$ cat src/rtl/itrs_pkg.sv
// Shared types, constants and helper functions for the integer to radix string converter.
package itrs_pkg;

    typedef logic [7:0] char_t;
    typedef logic [5:0] radix_t;

    localparam radix_t RADIX_MIN   = 6'd2;
    localparam radix_t RADIX_MAX   = 6'd36;
    localparam radix_t RADIX_RESET = 6'd10;
    localparam radix_t DECIMAL_LIMIT = 6'd10;
    localparam char_t  DIGIT_ZERO    = 8'd48;
    localparam char_t  LETTER_OFFSET = 8'd87;
    localparam char_t  MINUS_SIGN    = 8'd45;

    function automatic radix_t eff_radix(input radix_t r);
        radix_t res;
        if (r < RADIX_MIN)
        begin
            res = RADIX_MIN;
        end
        else if (r > RADIX_MAX)
        begin
            res = RADIX_MAX;
        end
        else
        begin
            res = r;
        end
        return res;
    endfunction

    function automatic char_t digit_char(input radix_t d);
        char_t res;
        if (d < DECIMAL_LIMIT)
        begin
            res = {2'b00, d} + DIGIT_ZERO;
        end
        else
        begin
            res = {2'b00, d} + LETTER_OFFSET;
        end
        return res;
    endfunction

endpackage

$ cat src/rtl/itrs_div.sv
// Shift-subtract divider that produces one quotient bit per cycle.
module itrs_div
    import itrs_pkg::*;
#(
    parameter int WORD_BITS = 32
)
(
    input  logic                 clk,
    input  logic                 rst_n,
    input  logic                 start,
    input  logic [WORD_BITS-1:0] dividend,
    input  radix_t               divisor,
    output logic                 done,
    output logic [WORD_BITS-1:0] quotient,
    output radix_t               remainder
);

    localparam int CW = (WORD_BITS > 1) ? $clog2(WORD_BITS) : 1;

    logic [WORD_BITS-1:0] quo_reg, quo_next;
    radix_t               rem_reg, rem_next;
    radix_t               dsr_reg, dsr_next;
    logic [CW-1:0]        cnt_reg, cnt_next;
    logic                 busy_reg, busy_next;
    logic                 done_reg, done_next;

    logic [6:0] rem_sh;
    logic       ge;
    logic [6:0] rem_sub;

    always_comb
    begin
        rem_sh  = {rem_reg, quo_reg[WORD_BITS-1]};
        ge      = (rem_sh >= {1'b0, dsr_reg});
        rem_sub = rem_sh - {1'b0, dsr_reg};

        quo_next  = quo_reg;
        rem_next  = rem_reg;
        dsr_next  = dsr_reg;
        cnt_next  = cnt_reg;
        busy_next = busy_reg;
        done_next = 1'b0;

        if (start)
        begin
            quo_next  = dividend;
            rem_next  = '0;
            dsr_next  = divisor;
            cnt_next  = CW'(WORD_BITS - 1);
            busy_next = 1'b1;
        end
        else if (busy_reg)
        begin
            quo_next = {quo_reg[WORD_BITS-2:0], ge};
            rem_next = ge ? rem_sub[5:0] : rem_sh[5:0];
            cnt_next = cnt_reg - 1'b1;
            if (cnt_reg == '0)
            begin
                busy_next = 1'b0;
                done_next = 1'b1;
            end
        end
    end

    always_ff @(posedge clk or negedge rst_n)
    begin
        if (!rst_n)
        begin
            busy_reg <= 1'b0;
            done_reg <= 1'b0;
            cnt_reg  <= '0;
        end
        else
        begin
            busy_reg <= busy_next;
            done_reg <= done_next;
            cnt_reg  <= cnt_next;
        end
    end

    always_ff @(posedge clk)
    begin
        quo_reg <= quo_next;
        rem_reg <= rem_next;
        dsr_reg <= dsr_next;
    end

    assign done      = done_reg;
    assign quotient  = quo_reg;
    assign remainder = rem_reg;

endmodule

$ cat src/rtl/itrs_digit_stack.sv
// Digit memory that holds the characters of one number until they are sent out.
module itrs_digit_stack
    import itrs_pkg::*;
#(
    parameter int DEPTH = 32
)
(
    input  logic                     clk,
    input  logic                     wr_en,
    input  logic [$clog2(DEPTH)-1:0] wr_addr,
    input  char_t                    wr_data,
    input  logic                     rd_en,
    input  logic [$clog2(DEPTH)-1:0] rd_addr,
    output char_t                    rd_data
);

    char_t mem [DEPTH];
    char_t rd_data_reg;

    always_ff @(posedge clk)
    begin
        if (wr_en)
        begin
            mem[wr_addr] <= wr_data;
        end
        if (rd_en)
        begin
            rd_data_reg <= mem[rd_addr];
        end
    end

    assign rd_data = rd_data_reg;

endmodule

$ cat src/rtl/int_to_radix_string.sv
// Each digit is produced by the shared divider; then a minus sign is sent for a negative
// value, then the digits, each fetched from the digit stack and loaded into the output register.
// Throughput: one number at a time; the next input is taken once the final character is
// in the output register. Reset (rst_n, asynchronous, active low) sets the radix to 10
// and returns the sequencer to idle with no character pending.
// Top level of the integer to radix string converter.
module int_to_radix_string
    import itrs_pkg::*;
#(
    parameter int WORD_BITS = 32
)
(
    input  logic        clk,
    input  logic        rst_n,
    input  logic        cfg_valid,
    output logic        cfg_ready,
    input  logic [5:0]  cfg_data,      // radix
    input  logic        s_axis_tvalid,
    output logic        s_axis_tready,
    input  logic [31:0] s_axis_tdata,  // value
    output logic        m_axis_tvalid,
    input  logic        m_axis_tready,
    output logic [7:0]  m_axis_tdata,  // character
    output logic        m_axis_tlast
);

    localparam int NW = $clog2(WORD_BITS + 1);
    localparam int AW = $clog2(WORD_BITS);

    typedef enum logic [4:0] {
        ST_IDLE  = 5'b00001,
        ST_DIV   = 5'b00010,
        ST_SIGN  = 5'b00100,
        ST_FETCH = 5'b01000,
        ST_LOAD  = 5'b10000
    } state_t;

    state_t         state_reg, state_next;
    radix_t         radix_reg, radix_next;
    logic           neg_reg, neg_next;
    logic [NW-1:0]  nd_reg, nd_next;
    logic           oval_reg, oval_next;
    char_t          ochar_reg, ochar_next;
    logic           olast_reg, olast_next;

    logic signed [WORD_BITS-1:0] raw;
    logic [WORD_BITS-1:0]        mag;
    logic [NW-1:0]               nd_inc, nd_dec;
    logic                        out_free;

    logic                 div_start;
    logic [WORD_BITS-1:0] div_dividend;
    logic                 div_done;
    logic [WORD_BITS-1:0] div_quo;
    radix_t               div_rem;

    logic  st_wr, st_rd;
    char_t st_rd_data;

    itrs_div #(.WORD_BITS(WORD_BITS)) u_div (
        .clk       (clk),
        .rst_n     (rst_n),
        .start     (div_start),
        .dividend  (div_dividend),
        .divisor   (eff_radix(radix_reg)),
        .done      (div_done),
        .quotient  (div_quo),
        .remainder (div_rem)
    );

    itrs_digit_stack #(.DEPTH(WORD_BITS)) u_stack (
        .clk     (clk),
        .wr_en   (st_wr),
        .wr_addr (nd_reg[AW-1:0]),
        .wr_data (digit_char(div_rem)),
        .rd_en   (st_rd),
        .rd_addr (nd_dec[AW-1:0]),
        .rd_data (st_rd_data)
    );

    assign cfg_ready     = 1'b1;
    assign s_axis_tready = (state_reg == ST_IDLE);
    assign m_axis_tvalid = oval_reg;
    assign m_axis_tdata  = ochar_reg;
    assign m_axis_tlast  = olast_reg;

    always_comb
    begin
        raw      = WORD_BITS'(signed'(s_axis_tdata));
        mag      = raw[WORD_BITS-1] ? (~raw + 1'b1) : raw;
        nd_inc   = nd_reg + 1'b1;
        nd_dec   = nd_reg - 1'b1;
        out_free = !oval_reg || m_axis_tready;

        state_next   = state_reg;
        radix_next   = radix_reg;
        neg_next     = neg_reg;
        nd_next      = nd_reg;
        oval_next    = oval_reg && !m_axis_tready;
        ochar_next   = ochar_reg;
        olast_next   = olast_reg;
        div_start    = 1'b0;
        div_dividend = mag;
        st_wr        = 1'b0;
        st_rd        = 1'b0;

        if (cfg_valid)
        begin
            radix_next = cfg_data;
        end

        unique case (state_reg)
            ST_IDLE:
            begin
                if (s_axis_tvalid)
                begin
                    neg_next   = raw[WORD_BITS-1];
                    nd_next    = '0;
                    div_start  = 1'b1;
                    state_next = ST_DIV;
                end
            end
            ST_DIV:
            begin
                if (div_done)
                begin
                    st_wr   = 1'b1;
                    nd_next = nd_inc;
                    if ((div_quo != '0) && (nd_inc < NW'(WORD_BITS)))
                    begin
                        div_start    = 1'b1;
                        div_dividend = div_quo;
                    end
                    else if (neg_reg)
                    begin
                        state_next = ST_SIGN;
                    end
                    else
                    begin
                        state_next = ST_FETCH;
                    end
                end
            end
            ST_SIGN:
            begin
                if (out_free)
                begin
                    oval_next  = 1'b1;
                    ochar_next = MINUS_SIGN;
                    olast_next = 1'b0;
                    state_next = ST_FETCH;
                end
            end
            ST_FETCH:
            begin
                st_rd      = 1'b1;
                nd_next    = nd_dec;
                state_next = ST_LOAD;
            end
            ST_LOAD:
            begin
                if (out_free)
                begin
                    oval_next  = 1'b1;
                    ochar_next = st_rd_data;
                    olast_next = (nd_reg == '0);
                    state_next = (nd_reg == '0) ? ST_IDLE : ST_FETCH;
                end
            end
            default:
            begin
                state_next = ST_IDLE;
            end
        endcase
    end

    always_ff @(posedge clk or negedge rst_n)
    begin
        if (!rst_n)
        begin
            state_reg <= ST_IDLE;
            radix_reg <= RADIX_RESET;
            oval_reg  <= 1'b0;
            nd_reg    <= '0;
            neg_reg   <= 1'b0;
        end
        else
        begin
            state_reg <= state_next;
            radix_reg <= radix_next;
            oval_reg  <= oval_next;
            nd_reg    <= nd_next;
            neg_reg   <= neg_next;
        end
    end

    always_ff @(posedge clk)
    begin
        ochar_reg <= ochar_next;
        olast_reg <= olast_next;
    end

endmodule

$ cat config.mk
export PLATFORM = sky130hd
export DESIGN_NAME = int_to_radix_string
export DESIGN_NICKNAME = d
export VERILOG_FILES = /design/src/rtl/itrs_pkg.sv /design/src/rtl/itrs_div.sv /design/src/rtl/itrs_digit_stack.sv /design/src/rtl/int_to_radix_string.sv
export SDC_FILE = /design/constraint.sdc
export NUM_CORES = 1
export LEC_CHECK = 0
export ABC_AREA = 0
export BUFFER_PORTS_ARGS = -buffer_cell sky130_fd_sc_hd__buf_2
export CORE_AREA = 2 2 150 152
export CTS_BUF_LIST = sky130_fd_sc_hd__clkbuf_4
export CTS_CLUSTER_DIAMETER = 50
export DETAILED_ROUTE_END_ITERATION = 12
export DIE_AREA = 0 0 152 154
export PLACE_DENSITY = 0.87
export SYNTH_ARGS = -nofsm -noshare
export SYNTH_HDL_FRONTEND = slang
export SYNTH_SLANG_ARGS = --single-unit
export TNS_END_PERCENT = 30
$ cat constraint.sdc
create_clock -name clk -period 7.5 [get_ports clk]
set_input_delay 1.5 -clock clk [delete_from_list [all_inputs] [get_ports clk]]
set_output_delay 1.5 -clock clk [all_outputs]
set_load 0.01 [all_outputs]
; After elaboration in Yosys (flattened, before gate mapping)
; Memory sizes are Yosys's and may differ from the RTL's. A register that Yosys moved wholly into a read port is not among the register bits.
; Index checks and enable logic that the tools add are counted.
[word_totals]
ff_bits = 79
latch_bits = 0
mem_bits_rw = 256
romBits = 0
in_bits = 43
out_inout_bits = 12
memories = 1
[op_classes]
n_addsub = 7
multipliers = 0
div = 0
magnitude_cmp = 5
n_eq_ne = 11
shift = 0
mux = 45
n_bitwise = 1
n_reduce_logical = 18
[mem_list]
columns = name, words, word_bits, rd, rd_clocked_by_memory_dff, wr, line
row1 = u_stack.mem, 32, 8, 1, 1, 1, itrs_digit_stack.sv:17  ; char_t mem [DEPTH];
[op_table]
columns = operator, n
row1 = two-way mux 32 bit, 6
row2 = two-way mux 5 bit, 7
row3 = "adder 32 x 1 -> 32 bit, second input constant", 1
row4 = inverter 32 bit, 1
row5 = nonzero test 32 bit, 1
row6 = case mux 5 bit (5 select lines), 1
row7 = two-way mux 6 bit, 4
row8 = two-way mux 8 bit, 3
row9 = two-way mux 1 bit, 18
row10 = case mux 6 bit (3 select lines), 1
row11 = case mux 8 bit (2 select lines), 1
row12 = "adder 6 x 7 -> 8 bit, second input constant", 1
row13 = two-way mux 4 bit, 2
row14 = "inequality test 2 bit, second input constant", 4
row15 = "adder 6 x 6 -> 7 bit, second input constant", 1
row16 = >= comparator 7 x 6 -> 1 bit, 1
row17 = "adder 6 x 1 -> 6 bit, second input constant", 1
row18 = "greater-than comparator 6 bit, second input constant", 1
row19 = zero test 6 bit, 1
row20 = "< comparator 6 x 2 -> 1 bit, second input constant", 1
row21 = "< comparator 6 x 4 -> 1 bit, second input constant", 1
row22 = "< comparator 6 bit, second input constant", 1
row23 = AND reduction 3 bit, 2
row24 = "subtractor 6 x 1 -> 6 bit, second input constant", 1
row25 = other kinds (19), 25

; Depth between registers and ports, before layout
; Gate-level depths: netlist of the first run.
[depth]
ltp_word = 8
depth_mapped = 9
ltp_nobuf = 9

; Modules after synthesis
; Synthesis of the first run repeated with hierarchy kept, for this count alone.
[hier_totals]
hier_cells = 962
hier_area_um2 = 15376.0
[modules_own_cells]
columns = mod, instances, cells_per_inst, area_each_um2
row1 = itrs_digit_stack, 1, 417, 10133.5
row2 = int_to_radix_string, 1, 366, 2810.2
row3 = itrs_div, 1, 179, 2432.3

; Least setup slack after synthesis of the first run
; No wires, ideal clock.
[synth_path]
path_kind = input-to-reg
startpoint = in s_axis_tvalid
endpoint = reg u_div.quo_reg[0] (netlist: u_div.quotient[0]), enable pin
setup_time_ns = 0.432
t_arrival_ns = 3.193
t_required_ns = 7.068
path_slack_ns = 3.875
path_stages = 2
n_path_buf = 0
cell_sequence = nand2_1 > a21oi_1
[synth_between]
elab_chain_cells = 4
word_cells_on_any_way = 5
cone_classes = eq/ne (1) / mux (2) / reduce/logical (2)
[synth_rtl]
columns = item, line
row1 = from (decl), int_to_radix_string.sv:18  ; input logic s_axis_tvalid,
row2 = two-way mux 1 bit (*), int_to_radix_string.sv:115  ; if (s_axis_tvalid)
row3 = case mux 1 bit (2 select lines) (*), int_to_radix_string.sv:112  ; unique case (state_reg)
row4 = inequality test 4 bit (no source line) or nonzero test 2 bit (tied branches), n/a
row5 = AND reduction 2 bit (no source line) (*), n/a
row6 = to (signal assigned), itrs_div.sv:83  ; quo_reg <= quo_next;
row7 = to (decl), itrs_div.sv:20  ; logic [WORD_BITS-1:0] quo_reg, quo_next;
; Mark *: on every way between the ends. The rest lies on a longest branch, timed or not.
; A chain may end at the register's enable or synchronous reset.

; Worst setup path after layout of the first run
[layout_path]
startpoint = reg nd_reg[0]
endpoint = reg u_div.quo_reg[6] (netlist: u_div.quotient[6]), data pin
[layout_between]
elab_chain_cells = 7
[layout_rtl]
columns = item, line
row1 = from (decl), int_to_radix_string.sv:41  ; logic [NW-1:0] nd_reg, nd_next;
row2 = from (signal assigned), int_to_radix_string.sv:192  ; nd_reg <= nd_next;
row3 = adder 6 x 1 -> 6 bit, int_to_radix_string.sv:91  ; nd_inc = nd_reg + 1'b1;
row4 = < comparator 6 bit, int_to_radix_string.sv:129  ; if ((div_quo != '0) && (nd_inc < NW'(WORD_BITS)))
row5 = logical AND 1 bit, int_to_radix_string.sv:129
row6 = two-way mux 1 bit, int_to_radix_string.sv:129
row7 = two-way mux 1 bit, int_to_radix_string.sv:125  ; if (div_done)
row8 = case mux 1 bit (2 select lines), int_to_radix_string.sv:112
row9 = two-way mux 32 bit, itrs_div.sv:44  ; if (start)
row10 = named net u_div.quo_next[6], itrs_div.sv:20
; The timed path passes the listed nets, and every way through them passes these cells.

==> results of run 1 <==
[critical path, stage by stage (launching register included)]
cell,delay (ns)
dfrtp_4,0.84
buf_4,0.73
nand2_1,0.15
o21ai_0,0.26
o211ai_1,0.25
o21ai_4,0.17
buf_4,0.62
mux2_2,0.41
[synth_stat cells, drive strengths merged, types with 2 or more instances]
master	number
ha	18
a21o	3
dfxtp	6
and3	2
edfxtp	311
o211ai	2
nor4	15
nand3b	4
a21oi	43
o21ai	29
o41ai	4
nor2b	6
mux4	80
xnor2	13
nor3	9
a211oi	5
o22a	2
nand4b	2
nand4	3
mux2i	4
a31oi	4
nand2b	16
dfstp	3
o31ai	15
or3	6
xor2	30
nand3	12
and2	4
o21a	4
mux2	16
nand2	34
nor2	90
o21bai	2
buf	19
or4	6
inv	24
dfrtp	23
clkbuf	24
[stage by stage]
| stage | hold WS (ns) | cell area [sq um] |
|---|---|---|
| after floorplan | 0.471 | 14900 |
| after global placement | 0.493 | 15400 |
| after detailed placement | 0.492 | 15400 |
| after CTS | 0.512 | 16600 |
| after global routing | 0.517 | 16600 |
| final | 0.509 | 16600 |
[cell type report]
type / instances / area [sq um] / area share, %
Sequential cell: 343 / 10100 / 61.1
Multi-Input combinational cell: 496 / 4540 / 27.4
Antenna cell: 1 / 2.50 / 0.0151
Inverter: 24 / 90.1 / 0.544
Tap cell: 280 / 350 / 2.12
Timing Repair Buffer: 65 / 355 / 2.15
Clock inverter: 30 / 141 / 0.854
Clock buffer: 128 / 961 / 5.80
[kinds of logic (layout without fill, tap and decap cells)]
group           count (synthesis)  in the layout
compound gates                118            118
other cells                     1              2
simple gates                  214            214
flops                         343            343
xor+xnor                       43             43
buf+inv                        67            247
mux                           100            100
fa+ha+maj                      20             20
[metal layers]
| metal | vias to the layer above | part of all wire (%) |
|---|---|---|
| li1 | 3832 | - |
| met5 | - | 0 |
| met3 | 45 | 8.2 |
| met4 | 0 | 1.4 |
| met2 | 442 | 50 |
| met1 | 4274 | 40 |
[path summary, 6_finish.rpt]
kind / to / slack [ns] / depth (start not counted)
max reg2reg: u_div.quotient[6]$_DFFE_PP_ / 3.77 / 7
max in group asynchronous: nd_reg[0]$_DFFE_PN0P_ / 6.23 / 1
min reg2reg: m_axis_tdata[0]$_SDFFCE_PP1P_ / 0.51 / 1
max: u_div.quotient[6]$_DFFE_PP_ / 3.77 / 7
min: m_axis_tdata[0]$_SDFFCE_PP1P_ / 0.51 / 1
min in group asynchronous: nd_reg[4]$_DFFE_PN0P_ / 0.80 / 1
[power by group through the flow]
stage | Combinational [mW] | Clock, mW | Sequential [mW]
final | 2.16 | 1.53 | 2.90
after global routing | 2.33 | 1.66 | 2.93
after CTS | 2.15 | 1.56 | 2.90
after detailed placement | 2.13 | 0 | 2.94
after global placement | 2.01 | 0 | 2.93
after floorplan | 1.48 | 0 | 2.88
==> summary.txt, run 1 <==
Power and ir drop
  • Power share of the clock group: between 20 and 25%
  • NetSw: around 2.2 mW
  • Internal power: roughly 4.4 mW
  • Switching Fraction: about a third
  • Maximum vdd drop: approximately 0.31 mV
  • Sequential Power Share: 44.0%
  • Logic pwr share: between 30% and 40%
  • Static leakage: approximately 5.7 nW
  • Pwr dens: roughly 400 nW/um^2
  • Final Power: ~6.6 mW

Die
  • I/O Pins: 55
  • Die area: between 20000 and 25000 sq um
  • Site row count: 54
  • Die Span X: 152 um
  • Core area: roughly 22000 sq um
  • Initial core utilization: ~69%
  • Die Ht: ~150 um

Timing
  • Fin Clk Skew: 0.0593 ns
  • Relative slew margins: approximately 11%
  • Final period utilization: between 40% and 50%
  • Final Critical Period: 3.73 ns
  • Final setup vio count: 0
  • Least-Margin Pin Slew: between 1 and 1.5 ns
  • Setup TNS: 0 ns
  • RSZ-0062 raised after global routing: false
  • Max Slew Vio Count: 0
  • Final Hold Vio Count: 0
  • Max Clock Freq: roughly 270 MHz
  • Min setup slack post-route: approximately 3.8 ns

Cells and area
  • Most common cell after layout, fill and taps aside: edfxtp_1
  • Most frequent cells in the layout: edfxtp_1, clkbuf_4, nor2_1
  • Non-filler cells, final: between 1000 and 1500
  • Final nets: about 1100
  • Util after Layout: about three quarters
  • Biggest register: u_stack.mem
  • Area Growth Syn to Fin: 11.1%
  • Layout cells sized above 1: ~30%
  • # fillers: roughly 1200
  • Max FFs per register: between 200 and 300

Logic synthesis
  • Asr flop ratio synth: around 7.6%
  • Multiplexer share of the synthesized area: 13.6%
  • XOR/XNOR Fraction of Synth Area: 2.53%
  • Simple logic cell fraction of the synthesized area: under 10%
  • Yosys warns: 0
  • Post-Synth Adder-Cell Area: 1.71%
  • Mapped Nets: 968
  • Post-Syn Instances: about 910
  • Synth Area in Compound Gates: under 10%
  • Yosys top cell area share: a little over three fifths
  • Seq/Total Area, Yosys: 67.9%
  • Cell accounting for the most synthesized area: edfxtp_1
  • Primary FF master, synth: edfxtp_1
  • Cell area after synthesis: around 15000 sq um
  • Area contributors post-synth: edfxtp_1, mux4_2, dfrtp_1, nor2_1, xor2_1
  • Number of flops mapped to enable cells by yosys: around 310
  • Count of different cell masters after synthesis: 63
  • Main combinational cell family by area after synthesis: multiplexers
  • Yosys reg bits: ~340
  • Mapped Avg Cell Area: 16.4 sq um

GRT
  • GR met1 Demand/Resource: 36.8%
  • Largest net degree at the start of global routing: roughly 80
  • Grt met3 use: under 10%
  • Met2 usage: about 43%
  • Initial antenna violation count: 1
  • Vias in the first global route: 8653
  • Global-route wire length before repair: ~47 mm
  • Global route overflow: 0
  • Most Crowded Layer GR: met2
  • GRT Total Usage: a little over a quarter

Clock network
  • Worst skew pair latency: ~0.7 ns
  • Total CTS buffers: 86
  • CTS tree: done
  • Clock Path Buffers: 3
  • Clock root buffer: clkbuf_4
  • Worst-path clk slew: about 0.070 ns
  • Clock Sinks: between 300 and 400
  • Post-CTS Setup Bufs: 0
  • H-tree Lvls: 3
  • CTS Hold Bufs: 0
  • Resize count post-CTS: 0

Detailed routing
  • Routed vias/inst: around 6.3
  • Routed len/inst: ~22 um
  • TritonRoute pass-1 iters: 5
  • Final WL: approximately 30 mm
  • Antenna Nets Post-Route: 0
  • Vias: about 8600
  • Drt first-iter violations: ~680
  • Post-route DRC: 0

Hold path
  • Hold_sp: u_stack.rd_data[0]$_DFFE_PN_
  • Hold Crit Class: reg -> reg

Setup path
  • WP data arrival: between 4 and 5 ns
  • Crit path max fanout: about 80
  • Critical R2R Launch: nd_reg[0]$_DFFE_PN0P_
  • Worst Setup End Kind: register
  • Worst EP required: roughly 8 ns
  • Crit. Startpoint: nd_reg[0]$_DFFE_PN0P_
  • Setup CP Type: reg -> reg
  • Setup crit start kind: register

Place
  • Placed cells: between 1000 and 1500
  • Pre-CTS worst setup slack: about 3.7 ns
  • Placed wire-length estimate: 18.6 mm
  • GP Congestion: between 0.8 and 0.9
  • Number of port buffers: 53

Run status
  • Status: finished, final reports clean

Job
  • Max Cap Viol: 0
Power figures use the tool's default switching activity.
==> run 2, diff against run 1 <==
--- a/config.mk
+++ b/config.mk
@@ -5,14 +5,14 @@
 export SDC_FILE = /design/constraint.sdc
 export NUM_CORES = 1
 export LEC_CHECK = 0
-export ABC_AREA = 0
+export ABC_AREA = 1
 export BUFFER_PORTS_ARGS = -buffer_cell sky130_fd_sc_hd__buf_2
-export CORE_AREA = 2 2 150 152
+export CORE_AREA = 2 2 160 162
 export CTS_BUF_LIST = sky130_fd_sc_hd__clkbuf_4
 export CTS_CLUSTER_DIAMETER = 50
 export DETAILED_ROUTE_END_ITERATION = 12
-export DIE_AREA = 0 0 152 154
-export PLACE_DENSITY = 0.87
+export DIE_AREA = 0 0 162 164
+export PLACE_DENSITY = 0.81
 export SYNTH_ARGS = -nofsm -noshare
 export SYNTH_HDL_FRONTEND = slang
 export SYNTH_SLANG_ARGS = --single-unit
==> constraint.sdc (replaced) <==
create_clock -name clk -period 3.8 [get_ports clk]
set_input_delay 0.76 -clock clk [delete_from_list [all_inputs] [get_ports clk]]
set_output_delay 0.76 -clock clk [all_outputs]
set_load 0.01 [all_outputs]
==> summary.txt, run 2 <==
Run status
  • Status: finished, final reports clean

Logic synthesis
  • Synth top cells by count: nor2_1, edfxtp_1, nand2_1, o21ai_0, nand3_1
  • Most numerous cell in the Yosys netlist: nor2_1
  • Cell area after synthesis: 15700 sq um
  • Count of different cell masters after synthesis: 43
  • Primary FF master, synth: edfxtp_1
  • Yosys warns: 0
  • Area contributors post-synth: edfxtp_1, nor2_1, nand2_1, o21ai_0, dfrtp_1
  • Asr flop ratio synth: 7.58%
  • Yosys top cell area share: between 50% and 60%
  • Seq/Total Area, Yosys: between 60 and 70%
  • Yosys reg bits: 343
  • Cell accounting for the most synthesized area: edfxtp_1
  • Mapped Nets: around 1600
  • Number of flops mapped to enable cells by yosys: between 300 and 400
  • Post-Syn Instances: around 1500
  • Mapped Avg Cell Area: between 10 and 15 sq um

Cells and area
  • Most common cell after layout, fill and taps aside: nor2_1
  • Max FFs per register: roughly 260
  • Biggest register: u_stack.mem
  • Area Growth Syn to Fin: 9.98%
  • Layout cells sized above 1: 13.8%
  • Final nets: ~1700
  • Non-filler cells, final: around 2000
  • Most frequent cells in the layout: nor2_1, edfxtp_1, nand2_1

Detailed routing
  • Routed vias/inst: between 5 and 6
  • Drt first-iter violations: ~1400
  • Post-route DRC: 0
  • Routed len/inst: 18.3 um
  • Antenna Nets Post-Route: 0
  • Final WL: about 36 mm
  • TritonRoute pass-1 iters: 5
  • Vias: between 10000 and 15000

Die
  • Site row count: between 50 and 60
  • Die Ht: between 150 and 200 um
  • Core area: 24800 sq um
  • I/O Pins: 55
  • Die Span X: ~160 um
  • Die area: roughly 27000 sq um
  • Initial core utilization: a little over three fifths

Timing
  • Final setup vio count: 0
  • Final Hold Vio Count: 0
  • Max Clock Freq: between 300 and 400 MHz
  • Relative slew margins: between 20% and 30%
  • Fin Clk Skew: between 0.07 and 0.08 ns
  • Final Critical Period: 2.83 ns
  • Least-Margin Pin Slew: about 1.1 ns
  • Max Slew Vio Count: 0
  • Final period utilization: ~74%
  • Setup TNS: 0 ns
  • RSZ-0062 raised after global routing: false

Setup path
  • WP data arrival: between 3 and 4 ns
  • Slowest-stage cell, CP: buf_4
  • Setup crit start kind: register
  • Worst Setup End Kind: register
  • Crit-path cells: clkinv_2 -> buf_4 -> buf_4 -> o21ai_0 -> o211ai_1 -> nand3_1 -> nand2_1 -> o21a_1
  • Slowest stage delay, CP: around 0.70 ns
  • Crit path max fanout: 76
  • Crit path top cell by count: buf_4
  • Setup CP Type: reg -> reg
  • Worst EP required: about 4.4 ns

GRT
  • Global route overflow: 0
  • Global-route wire length before repair: about 57 mm
  • Vias in the first global route: between 10000 and 15000
  • Largest net degree at the start of global routing: a little under 80
  • Initial antenna violation count: 1
  • GRT Total Usage: around 28%

Power and ir drop
  • Pwr dens: between 800 and 900 nW/um^2
  • Maximum vdd drop: between 0.5 and 0.6 mV
  • Static leakage: between 6 and 7 nW
  • Final Power: about 15 mW

Clock network
  • CTS Hold Bufs: 0
  • Clock Path Buffers: 3
  • Clock root buffer: clkbuf_4
  • Resize count post-CTS: 0
  • Total CTS buffers: 84
  • Worst skew pair latency: 0.72 ns
  • Post-CTS Setup Bufs: 0
  • Clock Sinks: around 340
  • Worst-path clk slew: 0.07 ns
  • CTS tree: done
  • H-tree Lvls: 3

Hold path
  • Hold Crit Class: in -> async

Job
  • Max Cap Viol: 0

Place
  • Placed wire-length estimate: between 20 and 25 mm
  • GP Congestion: between 0.8 and 0.9
  • Placed cells: 1852
  • Number of port buffers: 53
[run 2: cell types whose count changed in the layout (fill, tap and decap cells not counted), moves of 23 or more]
cell and change:
nor2_1 +237, nand2_1 +202, o21ai_0 +136, nand3_1 +101, mux4_2 -80, inv_1 +62, o211ai_1 +50, a21oi_1 -23
[run 2: kinds of logic after synthesis]
family,count (synthesis),synth area share [%]
fa+ha+maj,19,1.56
compound gates,253,9.16
flops,343,64.5
other cells,1,0.0239
simple gates,713,18.6
buf+inv,161,4.37
xor+xnor,29,1.76
[run 2: area by class of cell]
| class | instances | area [sq um] |
|---|---|---|
| Antenna cell | 1 | 2.50 |
| Clock buffer | 117 | 878 |
| Clock inverter | 24 | 116 |
| Fill cell | 1835 | 7580 |
| Inverter | 90 | 342 |
| Multi-Input combinational cell | 1015 | 4930 |
| Sequential cell | 343 | 10100 |
| Tap cell | 330 | 413 |
| Timing Repair Buffer | 74 | 435 |
[run 2: per-layer routing]
metal | GRT usage (%) | vias up | wire length, um
met4 | 12.7 | 0 | 1360
met2 | 46.5 | 615 | 17700
met5 | 0 | - | 0
met3 | 4.87 | 103 | 3070
li1 | - | 5465 | -
met1 | 35.9 | 5404 | 14300
[run 2: path summary, 6_finish.rpt]
| check | cells past startpoint | start | slack, ns | end |
|---|---|---|---|---|
| setup / recovery | 8 | nd_reg[0]$_DFFE_PN0P_ | 0.97 | u_stack.rd_data[4]$_DFFE_PN_ |
| max in group asynchronous | 1 | rst_n | 3.30 | nd_reg[0]$_DFFE_PN0P_ |
| setup reg to reg | 8 | nd_reg[0]$_DFFE_PN0P_ | 0.97 | u_stack.rd_data[4]$_DFFE_PN_ |
| hold / removal | 1 | rst_n | 0.05 | m_axis_tvalid$_DFF_PN0_ |
| min in group clk | 3 | cfg_data[1] | 0.29 | radix_reg[1]$_DFFE_PN1P_ |
| hold reg to reg | 0 | radix_reg[5]$_DFFE_PN0P_ | 0.46 | u_div.dsr_reg[5]$_SDFFCE_PP0N_ |
[run 2: worst max-delay path: cells and delay by family, from the launching register on]
family,cells,cell delay (ns)
DFF,1,0.48
AOI/OAI and AO/OA,3,0.65
and+or+nand+nor,2,0.21
buffers and inverters,3,1.31
[run 2: where the power goes]
part / total, mW / switching, mW / leakage, nW / internal, mW
registers: 5.86 / 0.286 / 3.22 / 5.58
clock network: 2.87 / 1.44 / 0.580 / 1.42
logic: 6.05 / 4.32 / 2.71 / 1.73
total: 14.8 / 6.05 / 6.52 / 8.73
[run 2: stage by stage]
step                      area [sq um]  utilization (%)  hold slack, ns  worst slack, ns
after global placement           16200             65.4           0.431             1.10
final                            17200             69.5          0.0485            0.969
after detailed placement         16200             65.4           0.453             1.04
after floorplan                  15700                -           0.464            0.906
after global routing             17200             69.5          0.0589            0.740
after CTS                        17200             69.4          0.0376             1.01
==> run 3, diff against run 2 <==
==> constraint.sdc (replaced) <==
create_clock -name clk -period 2.8 [get_ports clk]
set_input_delay 0.56 -clock clk [delete_from_list [all_inputs] [get_ports clk]]
set_output_delay 0.56 -clock clk [all_outputs]
set_load 0.01 [all_outputs]
==> summary.txt, run 3 (same netlist as run 2, synthesis figures left out) <==
Power and ir drop
  • Final Power: between 20 and 25 mW
  • NetSw: a little over 8 mW
  • Power share of the clock group: about a fifth
  • Static leakage: ~6.8 nW
  • Maximum vdd drop: around 0.71 mV
  • Logic pwr share: around 41%
  • Sequential Power Share: about 39%
  • Internal power: 12.3 mW
  • Pwr dens: about 1200 nW/um^2
  • Switching Fraction: 39.9%

Place
  • Number of port buffers: 53
  • Placed cells: 1886
  • Placed wire-length estimate: between 20 and 25 mm
  • GP Congestion: between 0.9 and 1

Clock network
  • Worst-path clk slew: ~0.07 ns
  • Clock root buffer: clkbuf_4
  • Total CTS buffers: 86
  • Clock Sinks: between 300 and 400
  • Resize count post-CTS: 0
  • CTS tree: done
  • Worst skew pair latency: ~0.70 ns
  • H-tree Lvls: 3
  • Clock Path Buffers: 3

Cells and area
  • Layout cells sized above 1: 16.1%
  • Biggest register: u_stack.mem
  • Most frequent cells in the layout: nor2_1, edfxtp_1, nand2_1
  • # fillers: about 1800
  • Multi-input gate area: about 5000 sq um
  • Most common cell after layout, fill and taps aside: nor2_1
  • Area Growth Syn to Fin: 12.8%
  • Max FFs per register: between 200 and 300
  • Register area: approximately 10000 sq um
  • Final nets: around 1700
  • Non-filler cells, final: roughly 2000

Die
  • Die Span X: between 150 and 200 um
  • Die area: between 20000 and 30000 sq um
  • Initial core utilization: between 60% and 70%
  • I/O Pins: 55
  • Site row count: 58
  • Core area: ~25000 sq um
  • Die Ht: between 150 and 200 um

Detailed routing
  • Drt first-iter violations: 1346
  • TritonRoute pass-1 iters: 5
  • Routed vias/inst: between 5 and 6
  • Vias: between 10000 and 15000
  • Post-route DRC: 0
  • Final WL: 36.3 mm
  • Routed len/inst: approximately 18 um
  • Antenna Nets Post-Route: 0

Timing
  • Final Critical Period: 2.45 ns
  • RSZ-0062 raised after global routing: false
  • Fin Clk Skew: around 0.063 ns
  • Final period utilization: 87.5%
  • Relative slew margins: around a quarter
  • Max Clock Freq: slightly above 400 MHz
  • Final setup vio count: 0
  • Least-Margin Pin Slew: roughly 1.1 ns
  • Final Hold Vio Count: 0
  • Max Slew Vio Count: 0

Setup path
  • Crit path max fanout: 36
  • Worst EP required: approximately 3.3 ns
  • Setup crit start kind: register
  • Setup CP Type: reg -> reg
  • Worst Setup End Kind: register
  • Crit-path cells: clkinv_2 -> ha_4 -> buf_4 -> nor2_1 -> o21ai_0 -> o211ai_1 -> nand3_1 -> nand2_1 -> o21a_1
  • Buf/Inv on CP: 2
  • WP data arrival: roughly 2.9 ns
  • Slowest-stage cell, CP: ha_4
  • R2R setup slack: about 0.35 ns
  • Top delay family on crit path: adder cells
  • Slowest stage delay, CP: approximately 0.56 ns

Job
  • Max Cap Viol: 0

Hold path
  • Hold Crit Class: in -> reg

GRT
  • Largest net degree at the start of global routing: ~130
  • Global-route wire length before repair: between 50 and 60 mm
  • Initial antenna violation count: 1
  • Global route overflow: 0
  • GRT Total Usage: ~28%
  • Vias in the first global route: 11500

Run status
  • Status: finished, final reports clean
## run 3: cell count changes in the layout (fill, tap and decap cells not counted), sizes merged
| cell | before | now |
|---|---|---|
| buf | 74 | 108 |
| bufinv | 0 | 2 |
| clkbuf | 117 | 129 |
| clkinv | 21 | 23 |
| dlygate4sd3 | 0 | 1 |
| inv | 90 | 88 |
## run 3: metrics by stage
stage | util [%] | cell area, sq um | hold slack, ns | TNS (ns) | worst slack (ns)
after floorplan | - | 15700 | 0.264 | -0.646 | -0.0202
after global placement | 66.6 | 16500 | 0.432 | 0 | 0.429
after detailed placement | 66.6 | 16500 | 0.433 | 0 | 0.380
after CTS | 71.2 | 17700 | 0.0116 | 0 | 0.377
after global routing | 71.2 | 17700 | 0.0737 | 0 | 0.196
final | 71.2 | 17700 | 0.0693 | 0 | 0.350
## run 3: cell type report
class,instances,area share [%]
tap,330,2.34
multi-input combinational,1015,27.9
antenna,1,0.0142
timing repair buffer,109,4.18
inverter,90,1.93
clock inverter,26,0.927
sequential,343,57.2
clock buffer,129,5.48
## run 3: layer usage
metal | wire, um | vias to the layer above | track usage, %
met5 | 0 | - | 0
met3 | 2400 | 102 | 4.90
met1 | 14200 | 5436 | 34.3
met4 | 1630 | 0 | 15.1
li1 | - | 5556 | -
met2 | 18100 | 541 | 47.8
## run 3: worst min-delay path, cell delays in order
cell	delay [ns]
buf_2	0.08
nand2_1	0.04
o21ai_0	0.05
## run 3: path summary, 6_finish.rpt
path                                               start                             end  depth (start not counted)
max in group asynchronous                          rst_n           nd_reg[0]$_DFFE_PN0P_                          2
worst max-delay path               nd_reg[0]$_DFFE_PN0P_    u_stack.rd_data[7]$_DFFE_PN_                          9
worst min-delay path                         cfg_data[5]        radix_reg[5]$_DFFE_PN0P_                          3
worst min register to register  radix_reg[5]$_DFFE_PN0P_  u_div.dsr_reg[5]$_SDFFCE_PP0N_                          0
min in group asynchronous                          rst_n           nd_reg[5]$_DFFE_PN0P_                          2
worst max register to register     nd_reg[0]$_DFFE_PN0P_    u_stack.rd_data[7]$_DFFE_PN_                          9
## run 3: what timing repair did
action | CTS | global route
setup buffers | 0 | 0
hold endpoints to repair | 23 | 0
hold buffers | 1 | 0
## run 3: power by group through the flow
stage                     registers (mW)  clock network (mW)  logic (mW)
after global routing                7.99                4.57        9.09
after detailed placement            8.04                   0        8.16
after global placement              8.02                   0        7.88
final                               7.94                4.24        8.27
after floorplan                     7.94                   0        5.26
after CTS                           7.93                4.30        8.21
